==> config.mk <==
export PLATFORM = sky130hd
export DESIGN_NAME = arx_counter_mode_stream_cipher_unit
export DESIGN_NICKNAME = d
export VERILOG_FILES = /design/src/sv/acs_pkg.sv /design/src/sv/acs_front.sv /design/src/sv/acs_queue.sv /design/src/sv/acs_back.sv /design/src/sv/arx_counter_mode_stream_cipher_unit.sv /design/src/sv/acs_core.sv
export SDC_FILE = /design/constraint.sdc
export NUM_CORES = 2
export LEC_CHECK = 0
export BUFFER_PORTS_ARGS = -buffer_cell sky130_fd_sc_hd__buf_2
export CAP_MARGIN = 10
export CORE_MARGIN = 10
export CORE_UTILIZATION = 45
export CTS_CLUSTER_DIAMETER = 60
export CTS_CLUSTER_SIZE = 12
export DETAILED_ROUTE_END_ITERATION = 8
export PLACE_DENSITY = 0.56
export SETUP_SLACK_MARGIN = 0.5
export SLEW_MARGIN = 20
export SYNTH_ARGS = -nofsm -noshare
export SYNTH_HDL_FRONTEND = slang
export SYNTH_HIERARCHICAL = 1
export SYNTH_SLANG_ARGS = --single-unit
==> constraint.sdc <==
create_clock -name clk -period 27.1 [get_ports clk]
set_input_delay 2.71 -clock clk [delete_from_list [all_inputs] [get_ports clk]]
set_output_delay 2.71 -clock clk [all_outputs]
set_load 0.02 [all_outputs]
==> src/sv/acs_pkg.sv <==
`timescale 1ns / 1ps
// Shared types, constants and round functions of the stream cipher unit.
// No dependencies.
package acs_pkg;
  localparam int unsigned RoundPairsDefault = 10;
  localparam int unsigned QueueDepth = 2;

  typedef enum logic [2:0] {
    REG_KEY_LOW      = 3'd0,
    REG_KEY_MID_LOW  = 3'd1,
    REG_KEY_MID_HIGH = 3'd2,
    REG_KEY_HIGH     = 3'd3,
    REG_NONCE_LOW    = 3'd4,
    REG_NONCE_HIGH   = 3'd5
  } reg_idx_t;

  typedef logic [31:0] word_t;
  typedef word_t [15:0] state_t;

  // one queued request: byte, its keystream position, a fresh-block flag
  // and the message start that restarts the counter
  typedef struct packed {
    logic [7:0] data;
    logic [5:0] pos;
    logic       new_blk;
    logic       msg;
  } req_t;

  function automatic word_t rol(input word_t v, input int unsigned s);
    rol = (v << s) | (v >> (32 - s));
  endfunction

  function automatic logic [127:0] qr(input word_t a, input word_t b,
                                      input word_t c, input word_t d);
    word_t aa, bb, cc, dd;
    aa = a + b; dd = rol(d ^ aa, 16);
    cc = c + dd; bb = rol(b ^ cc, 12);
    aa = aa + bb; dd = rol(dd ^ aa, 8);
    cc = cc + dd; bb = rol(bb ^ cc, 7);
    qr = {dd, cc, bb, aa};
  endfunction

  // half a double round: columns (diag=0) or diagonals (diag=1)
  function automatic state_t half_round(input state_t s, input logic diag);
    state_t o;
    logic [127:0] q;
    int unsigned b, c, d;
    o = s;
    for (int i = 0; i < 4; i++) begin
      b = diag ? 4 + ((i + 1) % 4) : 4 + i;
      c = diag ? 8 + ((i + 2) % 4) : 8 + i;
      d = diag ? 12 + ((i + 3) % 4) : 12 + i;
      q = qr(s[i], s[b], s[c], s[d]);
      o[i] = q[31:0]; o[b] = q[63:32]; o[c] = q[95:64]; o[d] = q[127:96];
    end
    half_round = o;
  endfunction

  function automatic word_t bswap(input word_t v);
    bswap = {v[7:0], v[15:8], v[23:16], v[31:24]};
  endfunction
endpackage

==> src/sv/acs_front.sv <==
`timescale 1ns / 1ps
// Front end: accepts bytes, tracks position and marks block starts.
// Depends on acs_pkg.
module acs_front import acs_pkg::*; (
  input  logic       clk,
  input  logic       rst_n,
  input  logic       in_valid,
  output logic       in_stall,
  input  logic [7:0] in_data_byte,
  input  logic       in_message_start,
  input  logic       q_full,
  output logic       q_push,
  output req_t       q_req
);
  logic [5:0] pos_r, pos_nxt;
  logic [5:0] cur_pos;

  assign in_stall = q_full;
  assign q_push   = in_valid && !q_full;
  assign cur_pos  = in_message_start ? 6'd0 : pos_r;
  assign pos_nxt  = cur_pos + 6'd1;
  assign q_req    = '{data: in_data_byte, pos: cur_pos,
                      new_blk: in_message_start || (pos_r == 6'd0),
                      msg: in_message_start};

  always_ff @(posedge clk) begin
    if (!rst_n) begin
      pos_r <= 6'd0;
    end else if (q_push) begin
      pos_r <= pos_nxt;
    end
  end
endmodule

==> src/sv/acs_queue.sv <==
`timescale 1ns / 1ps
// Short request queue between front and back end.
// Depends on acs_pkg.
module acs_queue import acs_pkg::*; (
  input  logic clk,
  input  logic rst_n,
  input  logic push,
  input  req_t din,
  output logic full,
  input  logic pop,
  output logic nempty,
  output req_t dout
);
  req_t ent_r [QueueDepth];
  logic [$clog2(QueueDepth)-1:0] wp_r, rp_r;
  logic [$clog2(QueueDepth):0] cnt_r;

  assign full   = cnt_r == ($clog2(QueueDepth)+1)'(QueueDepth);
  assign nempty = cnt_r != '0;
  assign dout   = ent_r[rp_r];

  always_ff @(posedge clk) begin
    if (!rst_n) begin
      wp_r <= '0; rp_r <= '0; cnt_r <= '0;
    end else begin
      if (push) wp_r <= wp_r + 1'b1;
      if (pop) rp_r <= rp_r + 1'b1;
      cnt_r <= cnt_r + {{$clog2(QueueDepth){1'b0}}, push} -
               {{$clog2(QueueDepth){1'b0}}, pop};
    end
  end

  always_ff @(posedge clk) begin
    if (push) ent_r[wp_r] <= din;
  end
endmodule

==> src/sv/acs_back.sv <==
`timescale 1ns / 1ps
// Back end: key and nonce registers, 128-bit block counter, block sequencing
// and output register. Depends on acs_pkg and acs_core.
module acs_back import acs_pkg::*; #(
  parameter int unsigned ROUND_PAIRS = RoundPairsDefault
) (
  input  logic        clk,
  input  logic        rst_n,
  input  logic        cfg_valid,
  input  logic [2:0]  cfg_index,
  input  logic [63:0] cfg_data,
  input  logic        q_nempty,
  input  req_t        q_req,
  output logic        q_pop,
  output logic        out_valid,
  input  logic        out_stall,
  output logic [7:0]  out_result_byte
);
  typedef enum logic [1:0] {S_IDLE, S_RUN, S_HAVE} st_t;

  logic [63:0] key_r [4];
  logic [63:0] nonce_r [2];
  logic [127:0] ctr_r, ctr_use;
  state_t init_w;
  logic [511:0] ks_w;
  st_t st_r;
  logic [7:0] res_r;
  logic ov_r, out_free, use_ok, start_blk, done_blk;

  always_ff @(posedge clk) begin
    if (!rst_n) begin
      for (int i = 0; i < 4; i++) key_r[i] <= '0;
      nonce_r[0] <= '0;
      nonce_r[1] <= '0;
    end else if (cfg_valid) begin
      unique case (cfg_index)
        REG_KEY_LOW:      key_r[0] <= cfg_data;
        REG_KEY_MID_LOW:  key_r[1] <= cfg_data;
        REG_KEY_MID_HIGH: key_r[2] <= cfg_data;
        REG_KEY_HIGH:     key_r[3] <= cfg_data;
        REG_NONCE_LOW:    nonce_r[0] <= cfg_data;
        REG_NONCE_HIGH:   nonce_r[1] <= cfg_data;
        default: ;
      endcase
    end
  end

  // ctr_r holds the counter of the next block; a message start restarts it
  assign ctr_use = q_req.msg ? '0 : ctr_r;

  always_comb begin
    for (int i = 0; i < 8; i++) begin
      init_w[i] = (i % 2 == 0) ? key_r[i/2][31:0] : key_r[i/2][63:32];
    end
    init_w[8]  = nonce_r[0][31:0];
    init_w[9]  = nonce_r[0][63:32];
    init_w[10] = nonce_r[1][31:0];
    init_w[11] = nonce_r[1][63:32];
    // big-endian counter read as little-endian words
    init_w[12] = bswap(ctr_use[127:96]);
    init_w[13] = bswap(ctr_use[95:64]);
    init_w[14] = bswap(ctr_use[63:32]);
    init_w[15] = bswap(ctr_use[31:0]);
  end

  assign out_free  = !ov_r || !out_stall;
  assign start_blk = q_nempty && q_req.new_blk && st_r == S_IDLE;
  // a block-start request is used once its block is ready
  assign use_ok    = q_nempty && out_free &&
                     (!q_req.new_blk || st_r == S_HAVE);
  assign q_pop     = use_ok;
  assign out_valid = ov_r;
  assign out_result_byte = res_r;

  acs_core #(.ROUND_PAIRS(ROUND_PAIRS)) u_core (.clk, .rst_n, .start(start_blk),
    .init_state(init_w), .done(done_blk), .ks(ks_w));

  always_ff @(posedge clk) begin
    if (!rst_n) begin
      st_r <= S_IDLE;
      ov_r <= 1'b0;
      ctr_r <= '0;
      res_r <= '0;
    end else begin
      if (out_free) ov_r <= use_ok;
      unique case (st_r)
        S_IDLE: if (start_blk) st_r <= S_RUN;
        S_RUN: if (done_blk) st_r <= S_HAVE;
        S_HAVE: if (use_ok) st_r <= S_IDLE;
        default: st_r <= S_IDLE;
      endcase
      if (start_blk) ctr_r <= ctr_use + 128'd1;
      if (use_ok) res_r <= q_req.data ^ ks_w[8*q_req.pos +: 8];
    end
  end
endmodule

==> src/sv/arx_counter_mode_stream_cipher_unit.sv <==
`timescale 1ns / 1ps
// Top level of the ARX counter-mode byte stream cipher.
// Depends on acs_pkg, acs_front, acs_queue, acs_back, acs_core.
//
// Usage: bytes enter on in_valid/in_stall with in_data_byte and
// in_message_start; each gives one out_result_byte on out_valid/out_stall.
// Key and nonce are written on cfg_valid/cfg_ready (always ready), index
// 0..5; the user must see that they are written only while the unit
// is idle, as the unit does not enforce this. out_valid is registered:
// a taken byte passes through the request queue and the output register.
// Within a block one byte per cycle while out_stall is low. The first byte
// of each 64-byte block waits for the block generator, which runs one half
// round per cycle; it starts the next block only once its first byte heads
// the request queue. Reset clears counter, position and keystream
// validity; key and nonce reset to zero. When the receiver stalls, the
// output register holds, the request queue fills and in_stall rises.
module arx_counter_mode_stream_cipher_unit import acs_pkg::*; #(
  parameter int unsigned ROUND_PAIRS = RoundPairsDefault
) (
  input  logic        clk,
  input  logic        rst_n,
  input  logic        in_valid,
  output logic        in_stall,
  input  logic [7:0]  in_data_byte,
  input  logic        in_message_start,
  output logic        out_valid,
  input  logic        out_stall,
  output logic [7:0]  out_result_byte,
  input  logic        cfg_valid,
  output logic        cfg_ready,
  input  logic [2:0]  cfg_index,
  input  logic [63:0] cfg_data
);
  logic q_push, q_full, q_pop, q_nempty;
  req_t q_in, q_out;
  assign cfg_ready = 1'b1;

  acs_front u_front (.clk, .rst_n, .in_valid, .in_stall, .in_data_byte,
    .in_message_start, .q_full, .q_push, .q_req(q_in));
  acs_queue u_queue (.clk, .rst_n, .push(q_push), .din(q_in), .full(q_full),
    .pop(q_pop), .nempty(q_nempty), .dout(q_out));
  acs_back #(.ROUND_PAIRS(ROUND_PAIRS)) u_back (.clk, .rst_n, .cfg_valid,
    .cfg_index, .cfg_data, .q_nempty, .q_req(q_out), .q_pop, .out_valid,
    .out_stall, .out_result_byte);
endmodule

==> src/sv/acs_core.sv <==
`timescale 1ns / 1ps
// Block generator: one half round per cycle; keystream is the final
// round state XORed with the initial state. Depends on acs_pkg.
module acs_core import acs_pkg::*; #(
  parameter int unsigned ROUND_PAIRS = RoundPairsDefault
) (
  input  logic         clk,
  input  logic         rst_n,
  input  logic         start,
  input  state_t       init_state,
  output logic         done,
  output logic [511:0] ks
);
  localparam int unsigned Halves = 2 * ROUND_PAIRS;
  localparam int unsigned CntW = $clog2(Halves + 1);

  state_t init_r, work_r;
  logic [CntW-1:0] rnd_r;
  logic run_r;

  assign done = run_r && rnd_r == CntW'(Halves);

  // round state is held after completion until the next start
  always_comb begin
    for (int i = 0; i < 16; i++) ks[32*i +: 32] = work_r[i] ^ init_r[i];
  end

  always_ff @(posedge clk) begin
    if (!rst_n) begin
      run_r <= 1'b0;
      rnd_r <= '0;
    end else if (start) begin
      run_r <= 1'b1;
      rnd_r <= '0;
    end else if (run_r) begin
      if (done) run_r <= 1'b0;
      else rnd_r <= rnd_r + 1'b1;
    end
  end

  always_ff @(posedge clk) begin
    if (start) begin
      init_r <= init_state;
      work_r <= init_state;
    end else if (run_r && !done) begin
      work_r <= half_round(work_r, rnd_r[0]);
    end
  end
endmodule

==> impl_metrics.py <==
metrics = {
    "clock_network": {
        "ctsHoldBuffers": 0,
        "ctsLongestPathBuffers": 3,
        "cts_resized": 0,
        "cts_max_level": 4,
        "cts.reportedPaths.clkPinSlew_ns": 0.06,
        "clock_latency_ns": 0.91,
        "cts_tree": "built",
        "cts_buffers": 173,
        "postCtsSetupBuffers": 0,
        "clock_sinks": 1596,
        "cts_root_buffer": "clkbuf_16",
    },
    "worst_setup_path": {
        "path_max_fanout": 55,
        "worstSetupPathType": "reg -> reg",
        "crit_path_end_kind": "register",
        "critical_path.slowest_cell": "buf_4",
        "cp_common_cell": "o21ai_0",
        "critPathLaunchType": "register",
        "required_ns": 27.67,
        "worstPathArrival_ns": 20.68,
        "cp_slowest_stage_delay_ns": 0.83,
    },
    "drt": {
        "drt-initial-drc-count": 15950,
        "totalWireLength_mm": 571.9,
        "wire_per_inst_um": 43.05,
        "viasPerCell": 6.644,
        "num_vias": 88260,
        "firstDrtPassIters": 7,
        "drc": 0,
        "ant_nets": 0,
    },
    "synth": {
        "synthTopCellsByArea": "edfxtp_1, xor2_1, ha_1",
        "synthArstFlopShare_pct": 0,
        "yosysUniqueCellTypes": 124,
        "synth_largest_area_cell": "edfxtp_1",
        "syn_avg_cell_area_um2": 10.69,
        "syn_nets": 10460,
        "syn_inst": 9866,
        "ys_ff_latch": 1596,
        "netlist.area_leader.share_pct": 40.99,
        "seq_area_frac_synth_pct": 43.95,
        "synth_edf_count": 1440,
        "netlist_area_um2": 105500,
        "yosys_warnings": 6,
        "yosysMostFrequentCell": "edfxtp_1",
        "synthFlopType": "edfxtp_1",
        "netlist_top_cells_count": "edfxtp_1, xor2_1, nand2_1, xnor2_1, o21ai_0",
    },
    "final_layout": {
        "area_growth_pct": 10.22,
        "nets": 10560,
        "utilization_pct": 49.90,
        "drive_gt1_share_pct": 11.18,
    },
    "global_route": {
        "grt_max_degree": 176,
        "grt_overflow": 0,
        "grt_use_total_pct": 42.85,
        "grt_pass1_vias": 79060,
        "antenna_found_initial": 105,
        "grt_pass1_wl_mm": 735.9,
    },
    "floorplanning": {
        "die_h_um": 504.2,
        "initial_utilization_pct": 45.28,
        "io_pins": 92,
        "fp-row-count": 177,
        "fp.dieW_um": 504.2,
        "coreArea_um2": 233000,
        "dieArea_um2": 254200,
    },
    "sta": {
        "fin_skew_ns": 0.1026,
        "final-max-slew-violation-count": 0,
        "fmax_ghz": 0.04972,
        "finalHoldWorstSlack_ns": 0.3944,
        "min_period_ns": 20.11,
        "fin_crit_sh_pct": 74.22,
        "tns_ns": 0,
        "hold_viol": 0,
        "grt_setup_unrepaired": "false",
        "max-slew-margin-rel_pct": 5.690,
        "setup_violations": 0,
        "tightest_slew_ns": 1.412,
    },
    "hold_path": {
        "hold_path_class": "reg -> reg",
    },
    "placed_design": {
        "gp_congestion": 1.102,
        "dpl.hpwl_mm": 464.1,
        "port_buffers": 90,
    },
    "job": {
        "drv_cap": 0,
    },
    "run_status": {
        "status": "finished, final reports clean",
    },
}
## final timing paths
check	startpoint	endpoint	slack (ns)	depth (start not counted)
setup / recovery	u_back/u_core/rnd_r[0]$_SDFFE_PP0P_	u_back/u_core/work_r[164]$_DFFE_PP_	6.99	59
hold reg to reg	u_back/key_r[0][40]$_SDFFCE_PN0P_	u_back/u_core/init_r[40]$_DFFE_PP_	0.39	0
hold / removal	u_back/key_r[0][40]$_SDFFCE_PN0P_	u_back/u_core/init_r[40]$_DFFE_PP_	0.39	0
setup reg to reg	u_back/u_core/rnd_r[0]$_SDFFE_PP0P_	u_back/u_core/work_r[164]$_DFFE_PP_	6.99	59
## registers in the layout, summed over array words and instances (netlist names), named ones only
| register | cells |
|---|---|
| u_back/u_core/run_r | 1 |
| u_queue/rp_r | 1 |
| u_back/out_valid | 1 |
| u_queue/wp_r | 1 |
| u_queue/cnt_r | 2 |
| u_back/u_core/work_r | 512 |
| u_back/key_r | 256 |
| u_back/nonce_r | 128 |
| u_back/out_result_byte | 8 |
| u_front/pos_r | 6 |
| u_back/u_core/init_r | 512 |
| u_back/u_core/rnd_r | 5 |
| u_queue/ent_r | 32 |
| u_back/ctr_r | 128 |
| u_back/st_r | 2 |
## routing by layer
metal | vias to the layer above | global-route usage, % | wire, um
met5 | - | 0.2439 | 207
met1 | 43830 | 54.14 | 210200
li1 | 35810 | - | -
met4 | 30 | 31.70 | 52490
met3 | 1463 | 15.47 | 78830
met2 | 7130 | 59.76 | 230200
## cell families after synthesis
family	after synthesis	share of synthesized area (%)
AOI/OAI and AO/OA	1896	11.16
xor gates and xnor gates	1666	14.10
adders and majority gates	515	6.219
buffers and inverters	712	2.672
DFF	1596	43.95
muxes	866	9.732
other	1	0.003555
and+or+nand+nor	2614	12.16
## metrics by stage
stage	cell area, um^2	worst slack, ns	cells
3_5_place_dp	110600	7.741	12920
4_1_cts	115900	7.667	13190
6_report	116300	6.987	13280
2_1_floorplan	105500	11.65	9866
5_1_grt	116100	6.612	13220
3_3_place_gp	110400	7.067	12920
## critical path, delay by kind of cell (launching register included)
| kind | cells | cell delay (ns) |
|---|---|---|
| DFF | 1 | 0.63 |
| and+or+nand+nor | 8 | 1.37 |
| xor gates and xnor gates | 8 | 4.41 |
| buffers and inverters | 5 | 2.45 |
| AOI/OAI and AO/OA | 33 | 8.72 |
| adders and majority gates | 4 | 1.50 |
| muxes | 1 | 0.57 |
## cell usage in the layout (no fill, tap or decap), types with 33 or more instances in the layout
cell type / Yosys / layout
xor2_1: 976 / 950
o31ai_1: 35 / 33
nand2b_1: 63 / 63
o21ai_0: 559 / 554
nor4_1: 40 / 39
o21a_1: 58 / 58
a21o_1: 203 / 203
xnor2_2: 7 / 36
xnor2_1: 667 / 638
nand2_1: 932 / 930
clkbuf_1: 283 / 40
o211ai_1: 53 / 53
mux2i_1: 483 / 451
o21bai_1: 96 / 96
a31oi_1: 48 / 48
diode_2: 0 / 93
a21oi_1: 512 / 512
nor2_1: 463 / 459
dfxtp_1: 156 / 155
nor3_1: 112 / 110
ha_1: 497 / 497
mux4_2: 96 / 96
and2_1: 374 / 374
buf_4: 13 / 214
a211oi_1: 48 / 48
and3_1: 68 / 68
nor2b_1: 173 / 171
nand3_1: 143 / 143
edfxtp_1: 1440 / 1440
inv_1: 318 / 317
or3_1: 33 / 33
mux2_2: 276 / 275
buf_2: 31 / 90
clkbuf_16: 0 / 175
nand4_1: 84 / 84
## final cells by class
type / count / area, um^2
flip-flops and latches: 1596 / 46370
inverters: 321 / 1249
diodes: 93 / 232.7
multi-input cells: 7558 / 57050
clock buffers: 215 / 4529
repair buffers: 312 / 2198
well taps: 3132 / 3919
fillers: 21100 / 116700
clock inverters: 57 / 725.7
Power is left out: the tool's default activity adds up to more than one toggle a clock period on the data nets, which glitch-free logic cannot reach.
